==> src/rtl/cfra_pkg.sv <==
// Shared types and constants for the continued fraction approximator.
package cfra_pkg;

    localparam int X_W   = 64;
    localparam int LIM_W = 32;
    localparam int MAG_W = 63;

    localparam logic [MAG_W-1:0] NUM_CAP = {MAG_W{1'b1}};
    localparam logic signed [X_W-1:0] NUM_POS_MAX = 64'sh7FFF_FFFF_FFFF_FFFF;
    localparam logic signed [X_W-1:0] NUM_NEG_MAX = -64'sh7FFF_FFFF_FFFF_FFFF;

    typedef struct packed {
        logic signed [X_W-1:0] x_value;
        logic [LIM_W-1:0]      max_denominator;
    } t_in_item;

    typedef struct packed {
        logic signed [X_W-1:0] numerator;
        logic [LIM_W-1:0]      denominator;
        logic                  saturated;
    } t_out_item;

    typedef struct packed {
        logic kov;
        logic hov;
    } t_ovf_flags;

endpackage

==> src/rtl/cfra_step_unit.sv <==
// One restoring divide step fused with MSB-first products of the quotient.
module cfra_step_unit #(
    parameter int W = 33
) (
    input  logic [W-1:0]                     i_rem,
    input  logic                             i_pbit,
    input  logic [W-1:0]                     i_q,
    input  logic [cfra_pkg::LIM_W-1:0]       i_kacc,
    input  logic [cfra_pkg::LIM_W-1:0]       i_k1,
    input  logic [cfra_pkg::LIM_W-1:0]       i_lim,
    input  logic [cfra_pkg::MAG_W-1:0]       i_hacc,
    input  logic [cfra_pkg::MAG_W-1:0]       i_h1,
    input  cfra_pkg::t_ovf_flags             i_flags,
    output logic [W-1:0]                     o_rem,
    output logic [cfra_pkg::LIM_W-1:0]       o_kacc,
    output logic [cfra_pkg::MAG_W-1:0]       o_hacc,
    output cfra_pkg::t_ovf_flags             o_flags
);
    import cfra_pkg::*;

    logic [W-1:0]       trial;
    logic               qbit;
    logic [LIM_W+1:0]   ksum;
    logic [MAG_W+1:0]   hsum;

    always_comb begin
        trial = {i_rem[W-2:0], i_pbit};
        qbit  = (trial >= i_q);
        o_rem = qbit ? (trial - i_q) : trial;

        ksum = {1'b0, i_kacc, 1'b0} + (qbit ? {2'b00, i_k1} : '0);
        hsum = {1'b0, i_hacc, 1'b0} + (qbit ? {2'b00, i_h1} : '0);

        o_kacc      = ksum[LIM_W-1:0];
        o_hacc      = hsum[MAG_W-1:0];
        o_flags.kov = i_flags.kov | (ksum > {2'b00, i_lim});
        o_flags.hov = i_flags.hov | (hsum[MAG_W+1:MAG_W] != 2'b00);
    end

endmodule

==> src/rtl/continued_fraction_rational_approx.sv <==
// Top level: best rational approximation by continued fraction convergents.
//
//  channel | direction | handshake           | payload
//  --------+-----------+---------------------+-------------------------------
//  in      | input     | i_in_valid/o_in_stall   | x_value, max_denominator
//  out     | output    | o_out_valid/i_out_stall | numerator, denominator, sat
//
//  Each item passes S_IDLE, then per Euclid step after the integer part a
//  run of S_ITER over all W quotient bits and one S_CHECK, then S_DONE.
//  The step unit resolves one quotient bit per cycle, including both products.
//  Reset is synchronous and active low; it clears the sequencer and out valid.
//  The input stalls while an item is in work; the result waits in the output
//  register, and a new item is taken while it waits.
module continued_fraction_rational_approx #(
    parameter int FRAC_BITS = 32
) (
    input  logic                 i_clk,
    input  logic                 i_rst_n,
    input  logic                 i_in_valid,
    output logic                 o_in_stall,
    input  cfra_pkg::t_in_item   i_in_data,
    output logic                 o_out_valid,
    input  logic                 i_out_stall,
    output cfra_pkg::t_out_item  o_out_data
);
    import cfra_pkg::*;

    localparam int W     = FRAC_BITS + 1;
    localparam int CNT_W = $clog2(W);
    localparam int INT_W = X_W - FRAC_BITS;

    typedef enum logic [1:0] {
        S_IDLE,
        S_ITER,
        S_CHECK,
        S_DONE
    } t_state;

    t_state              r_state;
    logic                r_neg;
    logic [LIM_W-1:0]    r_lim;
    logic [W-1:0]        r_p;
    logic [W-1:0]        r_q;
    logic [W-1:0]        r_rem;
    logic [CNT_W-1:0]    r_cnt;
    logic [MAG_W-1:0]    r_h0;
    logic [MAG_W-1:0]    r_h1;
    logic [MAG_W-1:0]    r_hacc;
    logic [LIM_W-1:0]    r_k0;
    logic [LIM_W-1:0]    r_k1;
    logic [LIM_W-1:0]    r_kacc;
    logic                r_s0;
    logic                r_s1;
    t_ovf_flags          r_flags;
    logic                r_out_valid;
    t_out_item           r_out;

    logic [W-1:0]        n_rem;
    logic [LIM_W-1:0]    n_kacc;
    logic [MAG_W-1:0]    n_hacc;
    t_ovf_flags          n_flags;

    logic                in_xfer;
    logic                out_free;
    logic [X_W-1:0]      mag;
    logic [INT_W-1:0]    int_part;
    logic [LIM_W:0]      k_tot;
    logic [MAG_W:0]      h_tot;
    logic                k_over;
    logic                h_ovf;
    logic [MAG_W-1:0]    h_next;

    cfra_step_unit #(
        .W(W)
    ) u_step (
        .i_rem   (r_rem),
        .i_pbit  (r_p[W-1]),
        .i_q     (r_q),
        .i_kacc  (r_kacc),
        .i_k1    (r_k1),
        .i_lim   (r_lim),
        .i_hacc  (r_hacc),
        .i_h1    (r_h1),
        .i_flags (r_flags),
        .o_rem   (n_rem),
        .o_kacc  (n_kacc),
        .o_hacc  (n_hacc),
        .o_flags (n_flags)
    );

    assign o_in_stall  = (r_state != S_IDLE);
    assign o_out_valid = r_out_valid;
    assign o_out_data  = r_out;

    assign in_xfer  = i_in_valid && !o_in_stall;
    assign out_free = !r_out_valid || !i_out_stall;

    always_comb begin
        mag      = i_in_data.x_value[X_W-1] ? (~i_in_data.x_value + 1'b1)
                                            : i_in_data.x_value;
        int_part = mag[X_W-1:FRAC_BITS];
        k_tot    = {1'b0, r_kacc} + {1'b0, r_k0};
        k_over   = r_flags.kov || (k_tot > {1'b0, r_lim});
        h_tot    = {1'b0, r_hacc} + {1'b0, r_h0};
        h_ovf    = r_flags.hov || h_tot[MAG_W];
        h_next   = h_ovf ? NUM_CAP : h_tot[MAG_W-1:0];
    end

    always_ff @(posedge i_clk) begin
        if (!i_rst_n) begin
            r_state     <= S_IDLE;
            r_out_valid <= 1'b0;
        end else begin
            if (!i_out_stall && (r_state != S_DONE)) begin
                r_out_valid <= 1'b0;
            end
            case (r_state)
                S_IDLE: begin
                    if (in_xfer) begin
                        r_neg   <= i_in_data.x_value[X_W-1];
                        r_lim   <= i_in_data.max_denominator;
                        r_s0    <= 1'b0;
                        r_s1    <= 1'b0;
                        r_p     <= W'(1) << FRAC_BITS;
                        r_q     <= {1'b0, mag[FRAC_BITS-1:0]};
                        r_rem   <= '0;
                        r_cnt   <= '0;
                        r_hacc  <= '0;
                        r_kacc  <= '0;
                        r_flags <= '0;
                        if (i_in_data.max_denominator == '0) begin
                            r_h1    <= MAG_W'(1);
                            r_k1    <= '0;
                            r_state <= S_DONE;
                        end else begin
                            r_h0 <= MAG_W'(1);
                            r_h1 <= MAG_W'(int_part);
                            r_k0 <= '0;
                            r_k1 <= LIM_W'(1);
                            if (mag[FRAC_BITS-1:0] == '0) begin
                                r_state <= S_DONE;
                            end else begin
                                r_state <= S_ITER;
                            end
                        end
                    end
                end
                S_ITER: begin
                    r_rem   <= n_rem;
                    r_kacc  <= n_kacc;
                    r_hacc  <= n_hacc;
                    r_flags <= n_flags;
                    r_p     <= {r_p[W-2:0], 1'b0};
                    r_cnt   <= r_cnt + 1'b1;
                    if (r_cnt == CNT_W'(W - 1)) begin
                        r_state <= S_CHECK;
                    end
                end
                S_CHECK: begin
                    if (k_over) begin
                        r_state <= S_DONE;
                    end else begin
                        r_h0    <= r_h1;
                        r_h1    <= h_next;
                        r_s0    <= r_s1;
                        r_s1    <= r_s1 | h_ovf | r_s0;
                        r_k0    <= r_k1;
                        r_k1    <= k_tot[LIM_W-1:0];
                        r_p     <= r_q;
                        r_q     <= r_rem;
                        r_rem   <= '0;
                        r_cnt   <= '0;
                        r_hacc  <= '0;
                        r_kacc  <= '0;
                        r_flags <= '0;
                        if (r_rem == '0) begin
                            r_state <= S_DONE;
                        end else begin
                            r_state <= S_ITER;
                        end
                    end
                end
                S_DONE: begin
                    if (out_free) begin
                        r_out_valid       <= 1'b1;
                        r_out.numerator   <= r_neg ? -$signed({1'b0, r_h1})
                                                   : $signed({1'b0, r_h1});
                        r_out.denominator <= r_k1;
                        r_out.saturated   <= r_s1;
                        r_state           <= S_IDLE;
                    end
                end
                default: begin
                    r_state <= S_IDLE;
                end
            endcase
        end
    end

endmodule

==> config.mk <==
export PLATFORM = sky130hd
export DESIGN_NAME = continued_fraction_rational_approx
export DESIGN_NICKNAME = d
export VERILOG_FILES = /design/src/rtl/cfra_pkg.sv /design/src/rtl/cfra_step_unit.sv /design/src/rtl/continued_fraction_rational_approx.sv
export SDC_FILE = /design/constraint.sdc
export NUM_CORES = 1
export LEC_CHECK = 0
export BUFFER_PORTS_ARGS = -buffer_cell sky130_fd_sc_hd__buf_4
export CORE_MARGIN = 4
export CORE_UTILIZATION = 55
export CTS_CLUSTER_DIAMETER = 120
export DETAILED_ROUTE_END_ITERATION = 16
export PLACE_DENSITY = 0.73
export SETUP_SLACK_MARGIN = 0.1
export SYNTH_ARGS = -nofsm -noshare
export SYNTH_HDL_FRONTEND = slang
export SYNTH_SLANG_ARGS = --single-unit
==> constraint.sdc <==
create_clock -name i_clk -period 20.8 [get_ports i_clk]
set_input_delay 4.16 -clock i_clk [delete_from_list [all_inputs] [get_ports i_clk]]
set_output_delay 4.16 -clock i_clk [all_outputs]
set_load 0.05 [all_outputs]
# Word-level counts from Yosys, hierarchy flattened
# Cells that the tools add are included.
[word_totals]
reg_bits = 527
latch_bits = 0
ramBits = 0
rom_bits = 0
in_bits = 100
output_inout_bits = 99
elab_cells = 129
mem_count = 0
[op_classes]
n_addsub = 8
mul = 0
n_div = 0
n_lt_le_gt_ge = 3
n_eq_ne = 10
n_shift = 0
muxes = 59
bitwise = 5
n_reduce_logical = 22
[op_table]
columns = ["op", "n"]
rows = [
  ["$mux W63", 10],
  ["$mux W32", 9],
  ["$pmux W63 S2", 2],
  ["$mux W33", 7],
  ["$pmux W33 S3", 2],
  ["$pmux W63 S3", 1],
  ["$pmux W32 S2", 2],
  ["$pmux W32 S3", 1],
  ["$pmux W33 S2", 1],
  ["$add A64 B65 Y65", 1],
  ["$add A63 B63 Y64", 1],
  ["$add A64 B1 Y64 const B", 1],
  ["$logic_not A32 Y1", 2],
  ["$mux W64", 1],
  ["$neg A63 Y64", 1],
  ["$not A64 Y64", 1],
  ["$add A33 B34 Y34", 1],
  ["$gt A34 B32 Y1", 1],
  ["$add A32 B32 Y33", 1],
  ["$ge A33 B33 Y1", 1],
  ["$gt A33 B32 Y1", 1],
  ["$logic_not A33 Y1", 1],
  ["$sub A33 B33 Y33", 1],
  ["$mux W2", 9],
  ["21 further kinds", 48],
]

# Logic depth before layout (Yosys ltp)
[depth]
ltp_word = 8
depth_mapped = 37
mapped_depth_nobuf = 35

# Cells and area by module
# From an unflattened synthesis, not the netlist that was laid out.
[hier_totals]
cells_unflattened = 3811
hier_area_um2 = 37483.4
[modules_own_cells]
columns = ["mod", "n_inst", "cells_each", "area_per_inst_um2", "seq_area_each_um2"]
rows = [
  ["continued_fraction_rational_approx", 1, 2542, 28885.2, 15795.1],
  ["cfra_step_unit", 1, 1269, 8598.2, 0.0],
]

# Worst setup path before layout
# No wires, ideal clock.
[synth_timing]
path_kind = "input to register"
startpoint = "in i_rst_n"
endpoint = "reg r_cnt[0], enable pin"
setup_time_ns = 0.906
arrival_ns = 15.676
required_time_ns = 19.894
slack_ns = 4.218
cell_stages = 2
n_path_buf = 0
path_cell_list = "nand2_1 -> nor3_1"
[synth_between]
elab_chain_cells = 1
[synth_rtl]
columns = ["element", "line_no", "rtl"]
rows = [
  ["start, declared", "continued_fraction_rational_approx.sv:18", "input logic i_rst_n,"],
  ["$reduce_and A4 Y1 (no source line)", "-", ""],
  ["end signal, assigned", "continued_fraction_rational_approx.sv:154", "r_cnt <= r_cnt + 1'b1;"],
  ["end, declared", "continued_fraction_rational_approx.sv:45", "logic [CNT_W-1:0] r_cnt;"],
]
# Every way passes these cells.
# A chain may end at the register's enable or synchronous reset.

# Worst setup path after layout
[layout_timing]
startpoint = "reg r_rem[10]"
endpoint = "reg r_flags[1] (netlist bit), data pin"
[layout_between]
elab_chain_cells = 6
[layout_rtl]
columns = ["element", "line_no", "rtl"]
rows = [
  ["start, declared", "continued_fraction_rational_approx.sv:44", "logic [W-1:0] r_rem;"],
  ["start signal, assigned", "continued_fraction_rational_approx.sv:149", "r_rem <= n_rem;"],
  ["$ge A33 B33 Y1", "cfra_step_unit.sv:28", "qbit = (trial >= i_q);"],
  ["$mux W32", "cfra_step_unit.sv:31", "ksum = {1'b0, i_kacc, 1'b0} + (qbit ? {2'b00, i_k1} : '0);"],
  ["$add A33 B34 Y34", "cfra_step_unit.sv:31", ""],
  ["via n_kacc[27]", "continued_fraction_rational_approx.sv:59", "logic [LIM_W-1:0] n_kacc;"],
  ["$gt A34 B32 Y1", "cfra_step_unit.sv:36", "o_flags.kov = i_flags.kov | (ksum > {2'b00, i_lim});"],
  ["$or A1 B1 Y1", "cfra_step_unit.sv:36", ""],
  ["$pmux W2 S3", "continued_fraction_rational_approx.sv:117", "case (r_state)"],
  ["end signal, assigned", "continued_fraction_rational_approx.sv:152", "r_flags <= n_flags;"],
  ["end, declared", "continued_fraction_rational_approx.sv:54", "t_ovf_flags r_flags;"],
]
# The timed path passes the listed nets, and every way through them passes these cells.

==> metrics.txt <==
# TYPE chip_impl_metric gauge
chip_impl_metric{name="critPathRequiredTime",unit="ns"} 21.15
chip_impl_metric{name="setup_tns",unit="ns"} 0
chip_impl_metric{name="placed_cells",unit=""} 4662
chip_impl_metric{name="timing.fmax",unit="MHz"} 117
chip_impl_metric{name="period_needed",unit="ns"} 8.54
chip_impl_metric{name="antenna_cells",unit=""} 0
chip_impl_metric{name="numCtsBuffers",unit=""} 57
chip_impl_metric{name="holdBufCountCts",unit=""} 0
chip_impl_info{name="most_common_cell_after_layout_fill_and_taps_aside",value="edfxtp_1"} 1
chip_impl_metric{name="power_report.internal_total",unit="mW"} 3.74
chip_impl_metric{name="finalHoldViolations",unit=""} 0
chip_impl_metric{name="io-pin-count",unit=""} 199
chip_impl_metric{name="grt_pass1_wl",unit="um"} 155000
chip_impl_metric{name="fin_nets",unit=""} 4256
chip_impl_metric{name="net_switching",unit="mW"} 3.09
chip_impl_metric{name="syn_avg_cell_area",unit="um2"} 9.88
chip_impl_metric{name="power.density_cell_area",unit="mW/mm2"} 167
chip_impl_metric{name="relSlewSlack",unit="%"} 26.4
chip_impl_info{name="hold_path.class",value="flop to flop"} 1
chip_impl_metric{name="tightestPinTransition",unit="ns"} 1.09
chip_impl_metric{name="drt_first_pass_iters",unit=""} 6
chip_impl_metric{name="yosysWarnings",unit=""} 0
chip_impl_metric{name="fp.dieH",unit="um"} 267
chip_impl_metric{name="drv_cap",unit=""} 0
chip_impl_info{name="synth_top_cell_by_area",value="edfxtp_1"} 1
chip_impl_metric{name="gpl.final_weighted_congestion",unit=""} 0.959
chip_impl_metric{name="post_cts_gate_resize_count",unit=""} 0
chip_impl_info{name="holdPathEnd",value="o_out_data[31]$_DFFE_PP_"} 1
chip_impl_metric{name="critical_path.max_stage_delay",unit="ns"} 0.60
chip_impl_metric{name="final_min_period_over_clock_period",unit="%"} 41.1
chip_impl_info{name="regToRegStartpoint",value="r_rem[10]$_SDFFCE_PN0P_"} 1
chip_impl_metric{name="yosysUniqueCellTypes",unit=""} 92
chip_impl_metric{name="floorplan_row_count",unit=""} 94
chip_impl_metric{name="fraction_of_layout_instances_using_a_drive_strength_above_1",unit="%"} 9.91
chip_impl_metric{name="yosysSeqAreaShare",unit="%"} 42.8
chip_impl_metric{name="worst_skew_pair.late_latency",unit="ns"} 0.64
chip_impl_metric{name="timing.reg2reg.worst_path_depth",unit=""} 34
chip_impl_metric{name="first_global_vias",unit=""} 27837
chip_impl_metric{name="drt.antenna.violating_nets",unit=""} 0
chip_impl_metric{name="syn_inst",unit=""} 3732
chip_impl_info{name="outcome",value="finished, final reports clean"} 1
chip_impl_metric{name="yosys_register_bits",unit=""} 527
chip_impl_metric{name="detail_route.iter0.violations",unit=""} 2661
chip_impl_metric{name="clock_network_fraction_of_design_power",unit="%"} 15.0
chip_impl_metric{name="port_buffers",unit=""} 198
chip_impl_info{name="cpMostUsedCell",value="a21oi_1"} 1
chip_impl_metric{name="syn-cell-area",unit="mm2"} 0.0369
chip_impl_metric{name="post_synthesis_to_final_layout_area_growth",unit="%"} 11.0
chip_impl_metric{name="max-clock-path-buffers",unit=""} 3
chip_impl_metric{name="htreeDepth",unit=""} 2
chip_impl_info{name="postSynth.topFlopCell",value="edfxtp_1"} 1
chip_impl_metric{name="edff_count_synth",unit=""} 524
chip_impl_metric{name="vias_per_cell",unit=""} 6.12
chip_impl_metric{name="n_fill_cell",unit=""} 5617
chip_impl_metric{name="postSynth.asyncResetShare",unit="%"} 0
chip_impl_info{name="grt_setup_unrepaired",value="no"} 1
chip_impl_info{name="worst_setup_path_start_kind",value="flop"} 1
chip_impl_info{name="post_synth_main_area_contributors",value="edfxtp_1, ha_1, xnor2_1"} 1
chip_impl_metric{name="final.setup_skew",unit="ns"} 0.0119
chip_impl_metric{name="worst-r2r-setup-slack",unit="ns"} 12.26
chip_impl_metric{name="worst_slack",unit="ns"} 12.26
chip_impl_metric{name="drc_errors",unit=""} 0
chip_impl_metric{name="dp_hpwl",unit="um"} 72400
chip_impl_metric{name="power_frac_seq",unit="%"} 27.5
chip_impl_metric{name="crit_path_max_fo",unit=""} 59
chip_impl_metric{name="gr-usage-all-layers",unit="%"} 27.3
chip_impl_metric{name="die_width",unit="um"} 267
chip_impl_metric{name="p_leak",unit="nW"} 16.3
chip_impl_metric{name="cts_sinks",unit=""} 527
chip_impl_metric{name="multiInputGateArea",unit="mm2"} 0.0199
chip_impl_metric{name="coreArea",unit="mm2"} 0.0661
chip_impl_metric{name="holdPathStages",unit=""} 0
chip_impl_info{name="cpMaxStageDelayCell",value="a211oi_1"} 1
chip_impl_metric{name="share_of_power_burned_in_combinational_logic",unit="%"} 57.5
chip_impl_info{name="tritoncts",value="done"} 1
chip_impl_metric{name="number_of_antenna_violations_at_the_first_check_in_global_routing",unit=""} 1
chip_impl_metric{name="design.die.area",unit="mm2"} 0.0712
chip_impl_metric{name="ir_worst_vdd",unit="V"} 0.000112
chip_impl_metric{name="clk_transition_reported_paths",unit="ns"} 0.06
chip_impl_info{name="hp-start",value="r_k1[30]$_SDFFCE_PN0P_"} 1
chip_impl_metric{name="initial_core_utilization",unit="%"} 55.8
chip_impl_metric{name="routed_wirelength",unit="um"} 99500
chip_impl_metric{name="dr_total_vias",unit=""} 29169
chip_impl_metric{name="final_max_slew_viol_count",unit=""} 0
chip_impl_metric{name="worst_ep_arrival_time",unit="ns"} 8.89
chip_impl_info{name="layout.cells.most_common_list",value="edfxtp_1, a21oi_1, ha_1, nand2_1, and2_1"} 1
chip_impl_metric{name="grt-ovfl-total",unit=""} 0
chip_impl_metric{name="seqCellArea",unit="mm2"} 0.0158
chip_impl_info{name="critical_path_class",value="flop to flop"} 1
chip_impl_metric{name="syn_nets",unit=""} 4131
chip_impl_metric{name="grt_start_max_net_pins",unit=""} 95
chip_impl_metric{name="synth.top_cell.area_share",unit="%"} 42.7
chip_impl_metric{name="wl_cell",unit="um"} 20.9
chip_impl_metric{name="setup_viol",unit=""} 0
chip_impl_metric{name="total_power",unit="mW"} 6.82
chip_impl_info{name="worstSetupEndpointType",value="flop"} 1
chip_impl_info{name="worstReg2RegEnd",value="r_flags[1]$_SDFFCE_PN0P_"} 1
chip_impl_metric{name="post_layout_nonfiller_instances",unit=""} 4769
chip_impl_metric{name="detailedPlace.worstSlack",unit="ns"} 12.31
chip_impl_info{name="cts.root.buffer_cell",value="clkbuf_16"} 1
chip_impl_metric{name="post-cts-setup-buffers",unit=""} 0
chip_impl_metric{name="power_switching_share",unit="%"} 45.2
## layer usage
layer | up-vias | global-route usage, % | wire length (um)
li1 | 14008 | - | -
met1 | 14024 | 40.7 | 46400
met2 | 992 | 42.6 | 44100
met3 | 145 | 3.60 | 6840
met4 | 0 | 6.30 | 2200
met5 | - | 0 | 0
## worst max-delay path by stage
stage / slack [ns] / start / depth (start not counted) / to
after floorplan: 4.22 / i_rst_n / 2 / r_cnt[0]$_SDFFCE_PN0P_
after global placement: 12.40 / r_rem[11]$_SDFFCE_PN0P_ / 34 / r_flags[1]$_SDFFCE_PN0P_
after detailed placement: 12.31 / r_rem[10]$_SDFFCE_PN0P_ / 34 / r_flags[1]$_SDFFCE_PN0P_
after CTS: 12.25 / r_rem[10]$_SDFFCE_PN0P_ / 34 / r_flags[1]$_SDFFCE_PN0P_
after global routing: 11.46 / r_rem[10]$_SDFFCE_PN0P_ / 34 / r_flags[1]$_SDFFCE_PN0P_
final: 12.26 / r_rem[10]$_SDFFCE_PN0P_ / 34 / r_flags[1]$_SDFFCE_PN0P_
## cell usage after synthesis, drive strengths merged (9+ instances only)
master	instances
xor2	105
a22oi	33
xnor2	215
a221oi	9
nand2b	56
inv	164
nor2b	61
buf	14
and4	9
and2	267
a21oi	313
nor4	40
nand4	63
o211ai	9
nand2	269
nor2	202
edfxtp	524
or3	29
and3	15
o41ai	24
nor3	60
o21bai	42
mux2	11
a31oi	37
o31ai	57
or2	15
a211oi	29
o21a	27
or4	21
mux2i	11
a21o	143
nand3	63
o31a	9
o21ai	244
clkbuf	143
ha	294
## cell families after synthesis
family | after synthesis | share of synthesized area, %
adders and majority gates | 299 | 10.2
DFF | 527 | 42.8
buffers and inverters | 322 | 3.32
AOI/OAI and AO/OA | 1053 | 18.1
muxes | 22 | 0.635
xor gates and xnor gates | 320 | 7.60
and+or+nand+nor | 1189 | 17.2
## worst max-delay path, delay by kind of cell, from the launching register on
| family | cells | cell delay [ns] |
|---|---|---|
| AOI/OAI and AO/OA | 18 | 4.16 |
| DFF | 1 | 0.45 |
| adders and majority gates | 3 | 0.95 |
| xor gates and xnor gates | 1 | 0.16 |
| and+or+nand+nor | 10 | 1.43 |
| buffers and inverters | 2 | 1.06 |
## power by group through the flow
stage	logic, mW	registers [mW]	clock network (mW)
2_1_floorplan	2.90	1.89	0
3_3_place_gp	3.79	1.89	0
3_5_place_dp	3.84	1.89	0
4_1_cts	3.87	1.87	1.04
5_1_grt	4.34	1.90	1.08
6_report	3.92	1.88	1.03
## sequential cells by signal, summed over array words and instances (netlist names), 2 cells and up
signal / cells
r_kacc: 32
r_hacc: 63
r_h0: 63
r_k0: 32
r_p: 33
r_flags: 2
r_lim: 32
r_rem: 33
r_h1: 63
r_q: 33
o_out_data: 97
r_cnt: 6
r_state: 2
r_k1: 32
## area by class of cell
class / count / area share [%]
inverters: 165 / 1.52
clock buffers: 67 / 3.58
multi-input cells: 2883 / 48.7
repair buffers: 223 / 4.09
well taps: 864 / 2.64
flip-flops and latches: 527 / 38.6
clock inverters: 40 / 0.893
## stage by stage
| step | util (%) | hold WS, ns | cell area (um2) |
|---|---|---|---|
| after floorplan | - | 0.432 | 36900 |
| after global placement | 59.2 | 0.454 | 39100 |
| after detailed placement | 59.2 | 0.452 | 39100 |
| after CTS | 61.9 | 0.468 | 40900 |
| after global routing | 61.9 | 0.485 | 40900 |
| final | 61.9 | 0.465 | 40900 |
Note: power is estimated with default switching activity, not from simulation.
